### src/hdl/rcs_pkg.sv
package rcs_pkg;

  // Largest compound packet the offsets can address
  localparam int unsigned MaxPacketBytesDefault = 65536;

  // Result queue depth; one byte can cause up to two results
  localparam int unsigned QueueDepth = 4;
  localparam int unsigned QueuePtrW  = $clog2(QueueDepth);
  localparam int unsigned QueueCntW  = $clog2(QueueDepth + 1);

  // Result status codes
  localparam logic [1:0] StatusMember    = 2'd0;
  localparam logic [1:0] StatusPacketEnd = 2'd1;
  localparam logic [1:0] StatusMalformed = 2'd2;

  // RTCP header constants
  localparam logic [1:0] RtcpVersion = 2'd2;
  localparam int unsigned HeaderBytes = 8;

  // One result beat
  typedef struct packed {
    logic [1:0]  status;
    logic [15:0] member_offset;
    logic [15:0] member_length;
    logic [4:0]  format_count;
    logic [7:0]  packet_type;
    logic [31:0] header_ssrc;
    logic [15:0] body_length;
    logic        last_result;
  } result_t;

  // Results produced by one byte, handed to the queue
  typedef struct packed {
    logic [1:0] count;
    result_t    first;
    result_t    second;
  } result_push_t;

endpackage

### src/hdl/rtcp_compound_splitter_core.sv
// RTCP compound packet splitter.
// Input channel: one packet byte per beat on data_byte_i, packet_end_i high
// on the final byte; a beat moves when in_valid_i is high and in_stall_o low.
// Output channel: one result per beat (status, member fields, last_result);
// a beat moves when out_valid_o is high and out_stall_i low.
// Each byte gives zero, one or two results: a member result when a valid
// member completes, packet end after a member closing the packet, or one
// malformed result on the first error, after which the rest of the packet
// is dropped up to its final byte.
// An accepted byte is held in the input register and parsed from there; its
// results are written into the result queue and offered from its head.
// Throughput: one byte per cycle; the four-entry result queue holds back
// input only while fewer than two entries are free, so a byte that causes
// two results costs the receiver one extra beat.
// Receiver stall: results wait in the queue, the head stays put, and once
// the queue is near full the input register holds and in_stall_o rises.
// Reset clears the packet state and empties the queue.
module rtcp_compound_splitter_core #(
  parameter int unsigned MAX_PACKET_BYTES = rcs_pkg::MaxPacketBytesDefault
) (
  input  logic        clk_i,
  input  logic        rst_ni,
  input  logic        in_valid_i,
  output logic        in_stall_o,
  input  logic [7:0]  data_byte_i,
  input  logic        packet_end_i,
  output logic        out_valid_o,
  input  logic        out_stall_i,
  output logic [1:0]  status_o,
  output logic [15:0] member_offset_o,
  output logic [15:0] member_length_o,
  output logic [4:0]  format_count_o,
  output logic [7:0]  packet_type_o,
  output logic [31:0] header_ssrc_o,
  output logic [15:0] body_length_o,
  output logic        last_result_o
);
  import rcs_pkg::*;

  result_push_t push;
  result_t      head;
  logic         room;

  // Byte parser with input register
  rcs_parser #(
    .MAX_PACKET_BYTES(MAX_PACKET_BYTES)
  ) u_parser (
    .clk_i       (clk_i),
    .rst_ni      (rst_ni),
    .in_valid_i  (in_valid_i),
    .in_stall_o  (in_stall_o),
    .data_byte_i (data_byte_i),
    .packet_end_i(packet_end_i),
    .room_i      (room),
    .push_o      (push)
  );

  // Result queue feeding the output channel
  rcs_result_queue u_queue (
    .clk_i      (clk_i),
    .rst_ni     (rst_ni),
    .push_i     (push),
    .room_o     (room),
    .out_valid_o(out_valid_o),
    .out_stall_i(out_stall_i),
    .head_o     (head)
  );

  assign status_o        = head.status;
  assign member_offset_o = head.member_offset;
  assign member_length_o = head.member_length;
  assign format_count_o  = head.format_count;
  assign packet_type_o   = head.packet_type;
  assign header_ssrc_o   = head.header_ssrc;
  assign body_length_o   = head.body_length;
  assign last_result_o   = head.last_result;

endmodule

### src/hdl/rcs_parser.sv
module rcs_parser #(
  parameter int unsigned MAX_PACKET_BYTES = rcs_pkg::MaxPacketBytesDefault
) (
  input  logic                  clk_i,
  input  logic                  rst_ni,
  input  logic                  in_valid_i,
  output logic                  in_stall_o,
  input  logic [7:0]            data_byte_i,
  input  logic                  packet_end_i,
  input  logic                  room_i,
  output rcs_pkg::result_push_t push_o
);
  import rcs_pkg::*;

  localparam logic [18:0] MaxBytes = 19'(MAX_PACKET_BYTES);

  // Input register
  logic       in_valid_q;
  logic [7:0] byte_q;
  logic       end_q;
  logic       accept;
  logic       drain;

  // Packet state
  logic [16:0] pkt_pos_q, pkt_pos_d;
  logic [16:0] mem_pos_q, mem_pos_d;
  logic [15:0] start_q, start_d;
  logic [16:0] size_q, size_d;
  logic [7:0]  first_q, first_d;
  logic [7:0]  type_q, type_d;
  logic [31:0] ssrc_q, ssrc_d;
  logic        error_q, error_d;

  logic        bad;
  logic        emit;
  logic [18:0] size_w;
  logic [16:0] logical;
  logic [16:0] body_w;

  assign drain      = in_valid_q & room_i;
  assign in_stall_o = in_valid_q & ~room_i;
  assign accept     = in_valid_i & ~in_stall_o;

  always_ff @(posedge clk_i or negedge rst_ni) begin
    if (!rst_ni) begin
      in_valid_q <= 1'b0;
    end else if (accept) begin
      in_valid_q <= 1'b1;
    end else if (drain) begin
      in_valid_q <= 1'b0;
    end
  end

  always_ff @(posedge clk_i) begin
    if (accept) begin
      byte_q <= data_byte_i;
      end_q  <= packet_end_i;
    end
  end

  // Per-byte parse: header capture, length and padding checks, member, end and malformed results
  always_comb begin
    pkt_pos_d = pkt_pos_q;
    mem_pos_d = mem_pos_q;
    start_d   = start_q;
    size_d    = size_q;
    first_d   = first_q;
    type_d    = type_q;
    ssrc_d    = ssrc_q;
    error_d   = error_q;
    bad       = 1'b0;
    emit      = 1'b0;
    size_w    = 19'(({11'd0, size_q[7:0]} << 8) | {11'd0, byte_q}) + 19'd1;
    size_w    = size_w << 2;
    logical   = '0;
    body_w    = '0;
    push_o    = '0;

    if (!error_q) begin
      if ({2'b00, pkt_pos_q} >= MaxBytes) begin
        bad = 1'b1;
      end else begin
        priority if (mem_pos_q == 17'd0) begin
          first_d = byte_q;
          start_d = pkt_pos_q[15:0];
          if (byte_q[7:6] != RtcpVersion) bad = 1'b1;
        end else if (mem_pos_q == 17'd1) begin
          type_d = byte_q;
        end else if (mem_pos_q == 17'd2) begin
          size_d = {9'd0, byte_q};
        end else if (mem_pos_q == 17'd3) begin
          size_d = size_w[16:0];
          if (size_w < 19'(HeaderBytes) || size_w > (MaxBytes - {3'b000, start_q}))
            bad = 1'b1;
        end else if (mem_pos_q < 17'd8) begin
          ssrc_d = {ssrc_q[23:0], byte_q};
        end else begin
          ssrc_d = ssrc_q;
        end

        // Last byte of the member: strip padding and report
        if (!bad && mem_pos_q >= 17'd7 && mem_pos_q == size_q - 17'd1) begin
          logical = size_q;
          if (first_q[5]) begin
            if (byte_q == 8'd0 || {9'd0, byte_q} > size_q - 17'd4) begin
              bad = 1'b1;
            end else begin
              logical = size_q - {9'd0, byte_q};
              if (logical < 17'(HeaderBytes)) bad = 1'b1;
            end
          end
          if (!bad) emit = 1'b1;
        end

        if (!bad) begin
          mem_pos_d = emit ? 17'd0 : mem_pos_q + 17'd1;
          pkt_pos_d = pkt_pos_q + 17'd1;
        end
      end

      body_w = logical - 17'(HeaderBytes);

      if (bad) begin
        push_o.count              = 2'd1;
        push_o.first.status       = StatusMalformed;
        push_o.first.last_result  = 1'b1;
        error_d                   = ~end_q;
      end else if (emit) begin
        push_o.count               = end_q ? 2'd2 : 2'd1;
        push_o.first.status        = StatusMember;
        push_o.first.member_offset = start_q;
        push_o.first.member_length = logical[15:0];
        push_o.first.format_count  = first_q[4:0];
        push_o.first.packet_type   = type_q;
        push_o.first.header_ssrc   = ssrc_d;
        push_o.first.body_length   = body_w[15:0];
        push_o.first.last_result   = ~end_q;
        push_o.second.status       = StatusPacketEnd;
        push_o.second.last_result  = 1'b1;
      end else if (end_q) begin
        push_o.count              = 2'd1;
        push_o.first.status       = StatusMalformed;
        push_o.first.last_result  = 1'b1;
      end
    end

    // Final byte clears the packet state
    if (end_q) begin
      pkt_pos_d = '0;
      mem_pos_d = '0;
      start_d   = '0;
      size_d    = '0;
      first_d   = '0;
      type_d    = '0;
      ssrc_d    = '0;
      error_d   = 1'b0;
    end

    if (!drain) push_o.count = 2'd0;
  end

  always_ff @(posedge clk_i or negedge rst_ni) begin
    if (!rst_ni) begin
      pkt_pos_q <= '0;
      mem_pos_q <= '0;
      start_q   <= '0;
      size_q    <= '0;
      first_q   <= '0;
      type_q    <= '0;
      ssrc_q    <= '0;
      error_q   <= 1'b0;
    end else if (drain) begin
      pkt_pos_q <= pkt_pos_d;
      mem_pos_q <= mem_pos_d;
      start_q   <= start_d;
      size_q    <= size_d;
      first_q   <= first_d;
      type_q    <= type_d;
      ssrc_q    <= ssrc_d;
      error_q   <= error_d;
    end
  end

endmodule

### src/hdl/rcs_result_queue.sv
module rcs_result_queue (
  input  logic                  clk_i,
  input  logic                  rst_ni,
  input  rcs_pkg::result_push_t push_i,
  output logic                  room_o,
  output logic                  out_valid_o,
  input  logic                  out_stall_i,
  output rcs_pkg::result_t      head_o
);
  import rcs_pkg::*;

  result_t              entry_q [QueueDepth];
  logic [QueuePtrW-1:0] wr_ptr_q;
  logic [QueuePtrW-1:0] rd_ptr_q;
  logic [QueueCntW-1:0] count_q;
  logic                 pop;
  logic [QueuePtrW-1:0] wr_next;

  assign out_valid_o = (count_q != '0);
  assign pop         = out_valid_o & ~out_stall_i;
  // Room for the two results one byte can cause
  assign room_o      = (count_q <= QueueCntW'(QueueDepth - 2));
  assign head_o      = entry_q[rd_ptr_q];
  assign wr_next     = wr_ptr_q + QueuePtrW'(1);

  // Storage
  always_ff @(posedge clk_i) begin
    if (push_i.count != 2'd0) entry_q[wr_ptr_q] <= push_i.first;
    if (push_i.count == 2'd2) entry_q[wr_next]  <= push_i.second;
  end

  // Pointers and fill count
  always_ff @(posedge clk_i or negedge rst_ni) begin
    if (!rst_ni) begin
      wr_ptr_q <= '0;
      rd_ptr_q <= '0;
      count_q  <= '0;
    end else begin
      wr_ptr_q <= wr_ptr_q + QueuePtrW'(push_i.count);
      if (pop) rd_ptr_q <= rd_ptr_q + QueuePtrW'(1);
      count_q <= count_q + QueueCntW'(push_i.count) - QueueCntW'(pop);
    end
  end

endmodule

### config.mk
export PLATFORM = sky130hd
export DESIGN_NAME = rtcp_compound_splitter_core
export DESIGN_NICKNAME = d
export VERILOG_FILES = /design/src/hdl/rcs_pkg.sv /design/src/hdl/rtcp_compound_splitter_core.sv /design/src/hdl/rcs_parser.sv /design/src/hdl/rcs_result_queue.sv
export SDC_FILE = /design/constraint.sdc
export NUM_CORES = 1
export LEC_CHECK = 0
export ABC_CLOCK_PERIOD_IN_PS = 5500
export BUFFER_PORTS_ARGS = -buffer_cell sky130_fd_sc_hd__buf_2
export CAP_MARGIN = 40
export CORE_ASPECT_RATIO = 1.4
export CORE_MARGIN = 3
export CORE_UTILIZATION = 29
export CTS_CLUSTER_SIZE = 30
export DETAILED_ROUTE_END_ITERATION = 8
export GPL_TIMING_DRIVEN = 1
export PLACE_DENSITY = 0.49
export REMOVE_ABC_BUFFERS = 1
export SLEW_MARGIN = 20
export SYNTH_ARGS = -nofsm -noshare
export SYNTH_HDL_FRONTEND = slang
export SYNTH_SLANG_ARGS = --single-unit
### constraint.sdc
create_clock -name clk_i -period 5.5 [get_ports clk_i]
set_clock_uncertainty 0.15 [all_clocks]
set_input_delay 0.55 -clock clk_i [delete_from_list [all_inputs] [get_ports clk_i]]
set_output_delay 0.55 -clock clk_i [all_outputs]
set_load 0.02 [all_outputs]
==> key figures <==
Global routing
  • Met1 Usage GRT: 22.5%
  • Overflow left after global routing: 0
  • First-pass GRT wire length: 121000 µm
  • Met2 usage: 31.6%
  • GR Layer Usage met3: 2.11%
  • Vias in the first global route: 19300
  • Largest net degree at the start of global routing: 50
  • Total GRT Usage: 17.9%
  • Initial antenna violation count: 0
  • Grt peak-use layer: met2

Logic synthesis
  • Adder-Cell Fraction of Synth Area: 2.90%
  • Cell taking the most area after synthesis: dfxtp_1
  • Largest family of logic cells by synthesized area: compound AO/OA/AOI/OAI gates
  • Synth Warn #: 0
  • Synth Instances: 2157
  • Compound-Gate Fraction of Synth Area: 22.3%
  • Synthesized area: 23800 µm²
  • XOR/XNOR Fraction of Synth Area: 3.16%
  • Post-synth ARST share: 24.3%
  • Synth top area cells: dfxtp_1, dfrtp_1, mux4_2
  • Mux cell area share after synthesis: 10.9%
  • Primary FF master, synth: dfxtp_1
  • Post-Synth Simple-Gate Area: 10.4%
  • Yosys reg bits: 503
  • Syn Area/Cell: 11.1 µm²
  • Top cell type's share of synthesized area: 30.6%
  • EDFF count, synth: 17
  • Unique masters post-synth: 91
  • Sequential element share of the synthesized area: 45.5%

Timing
  • Setup TNS: 0 ns
  • Final setup viols: 0
  • Final Slew Violations: 0
  • Final Cycle Share: 96.2%
  • Fmax: 189 MHz
  • Hold slack: 0.133 ns
  • Final-report hold violation count: 0
  • Slew at the pin closest to its max-slew limit: 0.844 ns
  • RSZ-0062 raised after global routing: no
  • Min cycle time layout: 5.29 ns
  • Max-slew headroom: 43.4%

Pwr
  • Total chip power: 12.1 mW
  • Pwr Density: 438 nW/µm²
  • P_int: 7.47 mW
  • Seq pwr share: 34.3%
  • Pleak: 10.6 nW
  • Combinational share of power: 37.2%
  • Net Switching: 4.66 mW
  • Worst vdd ir: 0.251 mV
  • Clock network fraction of total power: 28.5%
  • Sw frac: 38.4%

Clock network
  • H-tree Lvls: 2
  • Clk_lat worst skew: 0.61 ns
  • Root Buffer Master: clkbuf_16
  • CTS max path bufs: 3
  • Sink Count: 503
  • CTS tree: done
  • CTS clk-pin slew, worst paths: 0.07 ns
  • Clock buffer count from CTS: 50

Drt
  • Antenna Violating Nets Remaining: 0
  • Post-Route WL: 78000 µm
  • DRC: 0
  • Drt wl/cell: 23.3 µm
  • Vias per inst: 5.57
  • Drt first pass iters: 5
  • Routed via count: 18700
  • DR iter-0 viols: 1142

Die
  • Die height: 345 µm
  • # IOs: 111
  • Starting Density: 29.5%
  • Core footprint: 81000 µm²
  • Die area: 85800 µm²
  • Row cnt: 123
  • Die width: 248 µm

Worst hold path
  • Hold path start: out_stall_i
  • Hold Path Class: in2reg

Setup path
  • Worst setup EP type: flop
  • Origin of the worst setup path: u_parser.size_q[0]
  • Critical Path AT: 5.49 ns
  • Worst setup SP type: flop
  • WS Path Type: reg2reg
  • CP required: 5.70 ns
  • Highest fanout seen on the critical path: 36
  • Worst R2R Start: u_parser.size_q[0]

Place
  • DP Area: 25900 µm²
  • Port Buffers: 110
  • Gpl congestion: 0.884
  • Placed wire-length estimate: 53000 µm

Job
  • Max_cap viols: 0

Finish
  • Final #Nets: 2315
  • Antenna cells: 0
  • Fin area: 27700 µm²
  • Post-layout util: 34.2%
  • Syn-to-layout area delta: 16.1%
  • Share of layout cells above drive strength 1: 19.5%

Status
  • Status: complete, no violations
==> metrics by stage <==
stage	instances	setup slack, ns
6_report	3349	0.207
3_5_place_dp	3242	0.251
5_1_grt	3349	0.0121
2_1_floorplan	1967	-3.94
4_1_cts	3344	0.179
3_3_place_gp	3237	0.255
==> worst max-delay path, stage by stage (launching register included) <==
cell and delay [ns]:
dfrtp_1 0.39, inv_1 0.19, ha_1 0.22, inv_1 0.07, fa_1 0.42, a211o_1 0.34
a2111o_1 0.48, a2111oi_0 0.49, a21oi_1 0.09, a32oi_1 0.23, a41o_2 0.23, nor2_1 0.06
ha_1 0.33, buf_4 0.18, a211oi_2 0.23, mux2i_1 0.36, or2_4 0.23, buf_12 0.22
inv_1 0.11
==> layer usage <==
layer,up-vias,share of wire [%]
met3,131,3.8
met2,479,51
met4,0,2.8
met1,9590,42
li1,8455,-
met5,-,0
==> what timing repair did <==
item                                   in CTS  in global routing
hold buffers                               11                  0
buffers inserted                            0                  4
endpoints found under the hold margin      26                  0
setup endpoints to repair                   0                143
gates resized for setup                     0                  3
==> path summary, 6_finish.rpt <==
check | to | slack, ns | cells after the start
max | u_queue.entry_q[3][0] | 0.21 | 18
min | u_queue.rd_ptr_q[0] | 0.13 | 3
max reg2reg | u_queue.entry_q[3][0] | 0.21 | 18
min reg2reg | u_queue.entry_q[2][87] | 0.31 | 1
max in group asynchronous | u_queue.rd_ptr_q[1] | 3.97 | 4
min in group asynchronous | u_parser.pkt_pos_q[9] | 0.23 | 2
==> cell type report <==
class,count,area [µm²]
Multi-Input combinational cell,1411,11900
Timing Repair Buffer,229,1730
Sequential cell,503,10900
Tap cell,1062,1330
Clock buffer,74,1480
Clock inverter,17,153
Inverter,53,199
Fill cell,8168,53300
==> synth_stat cells, types with 37 or more instances <==
cell type  number
a22o_1        236
buf_2          37
clkbuf_1      114
dfrtp_1       122
dfxtp_1       364
ha_1           52
inv_1          53
mux2i_1        50
mux4_2         93
nand2_1       126
nor2_1        112
o21ai_0        44
o2bb2ai_1     174
xnor2_1        48
xor2_1         38
==> logic make-up (layout without fill, tap and decap cells) <==
family	after synthesis	in the layout
adders and majority gates	54	54
DFF	503	503
xor gates and xnor gates	86	86
and+or+nand+nor	483	483
buffers and inverters	243	373
muxes	144	144
AOI/OAI and AO/OA	644	644
==> placed cells by master, fill, tap and decap left out, types with 9 or more instances in the layout <==
cell type	instances
nor2_1	110
mux2i_1	50
inv_1	53
buf_12	16
clkbuf_16	52
nand2b_1	18
edfxtp_1	17
dlygate4sd3_1	11
nor3_1	21
ha_1	52
buf_4	90
nand3_1	32
nand2_1	126
o2bb2ai_1	174
mux4_2	93
xor2_1	38
or4_1	12
o31ai_1	32
and3_1	12
a21oi_1	32
a22o_1	236
buf_2	109
and2_1	13
nand4_1	26
a21o_1	9
xnor2_1	48
dfrtp_1	120
a2111oi_0	9
a211oi_1	9
dfxtp_1	364
or3_1	21
o21ai_0	44
nor4_1	25
clkbuf_8	10
clkbuf_1	12
==> sequential cells by signal (all words and copies together) (netlist names) <==
register	cells
u_parser.end_q	1
u_parser.type_q	8
u_queue.rd_ptr_q	2
u_parser.start_q	16
u_parser.mem_pos_q	17
u_parser.first_q	6
u_queue.wr_ptr_q	2
u_parser.pkt_pos_q	17
u_queue.entry_q	372
u_queue.count_q	3
u_parser.size_q	17
u_parser.error_q	1
u_parser.byte_q	8
u_parser.in_valid_q	1
u_parser.ssrc_q	32
==> power groups by stage <==
stage / Sequential (mW) / Combinational [mW] / Clock, mW
floorplan: 4.39 / 2.63 / 0
CTS: 4.24 / 4.41 / 3.55
global route: 4.18 / 4.87 / 3.69
global placement: 4.37 / 4.26 / 0
detailed placement: 4.31 / 4.38 / 0
finish: 4.16 / 4.52 / 3.46
Power figures use the tool's default switching activity.
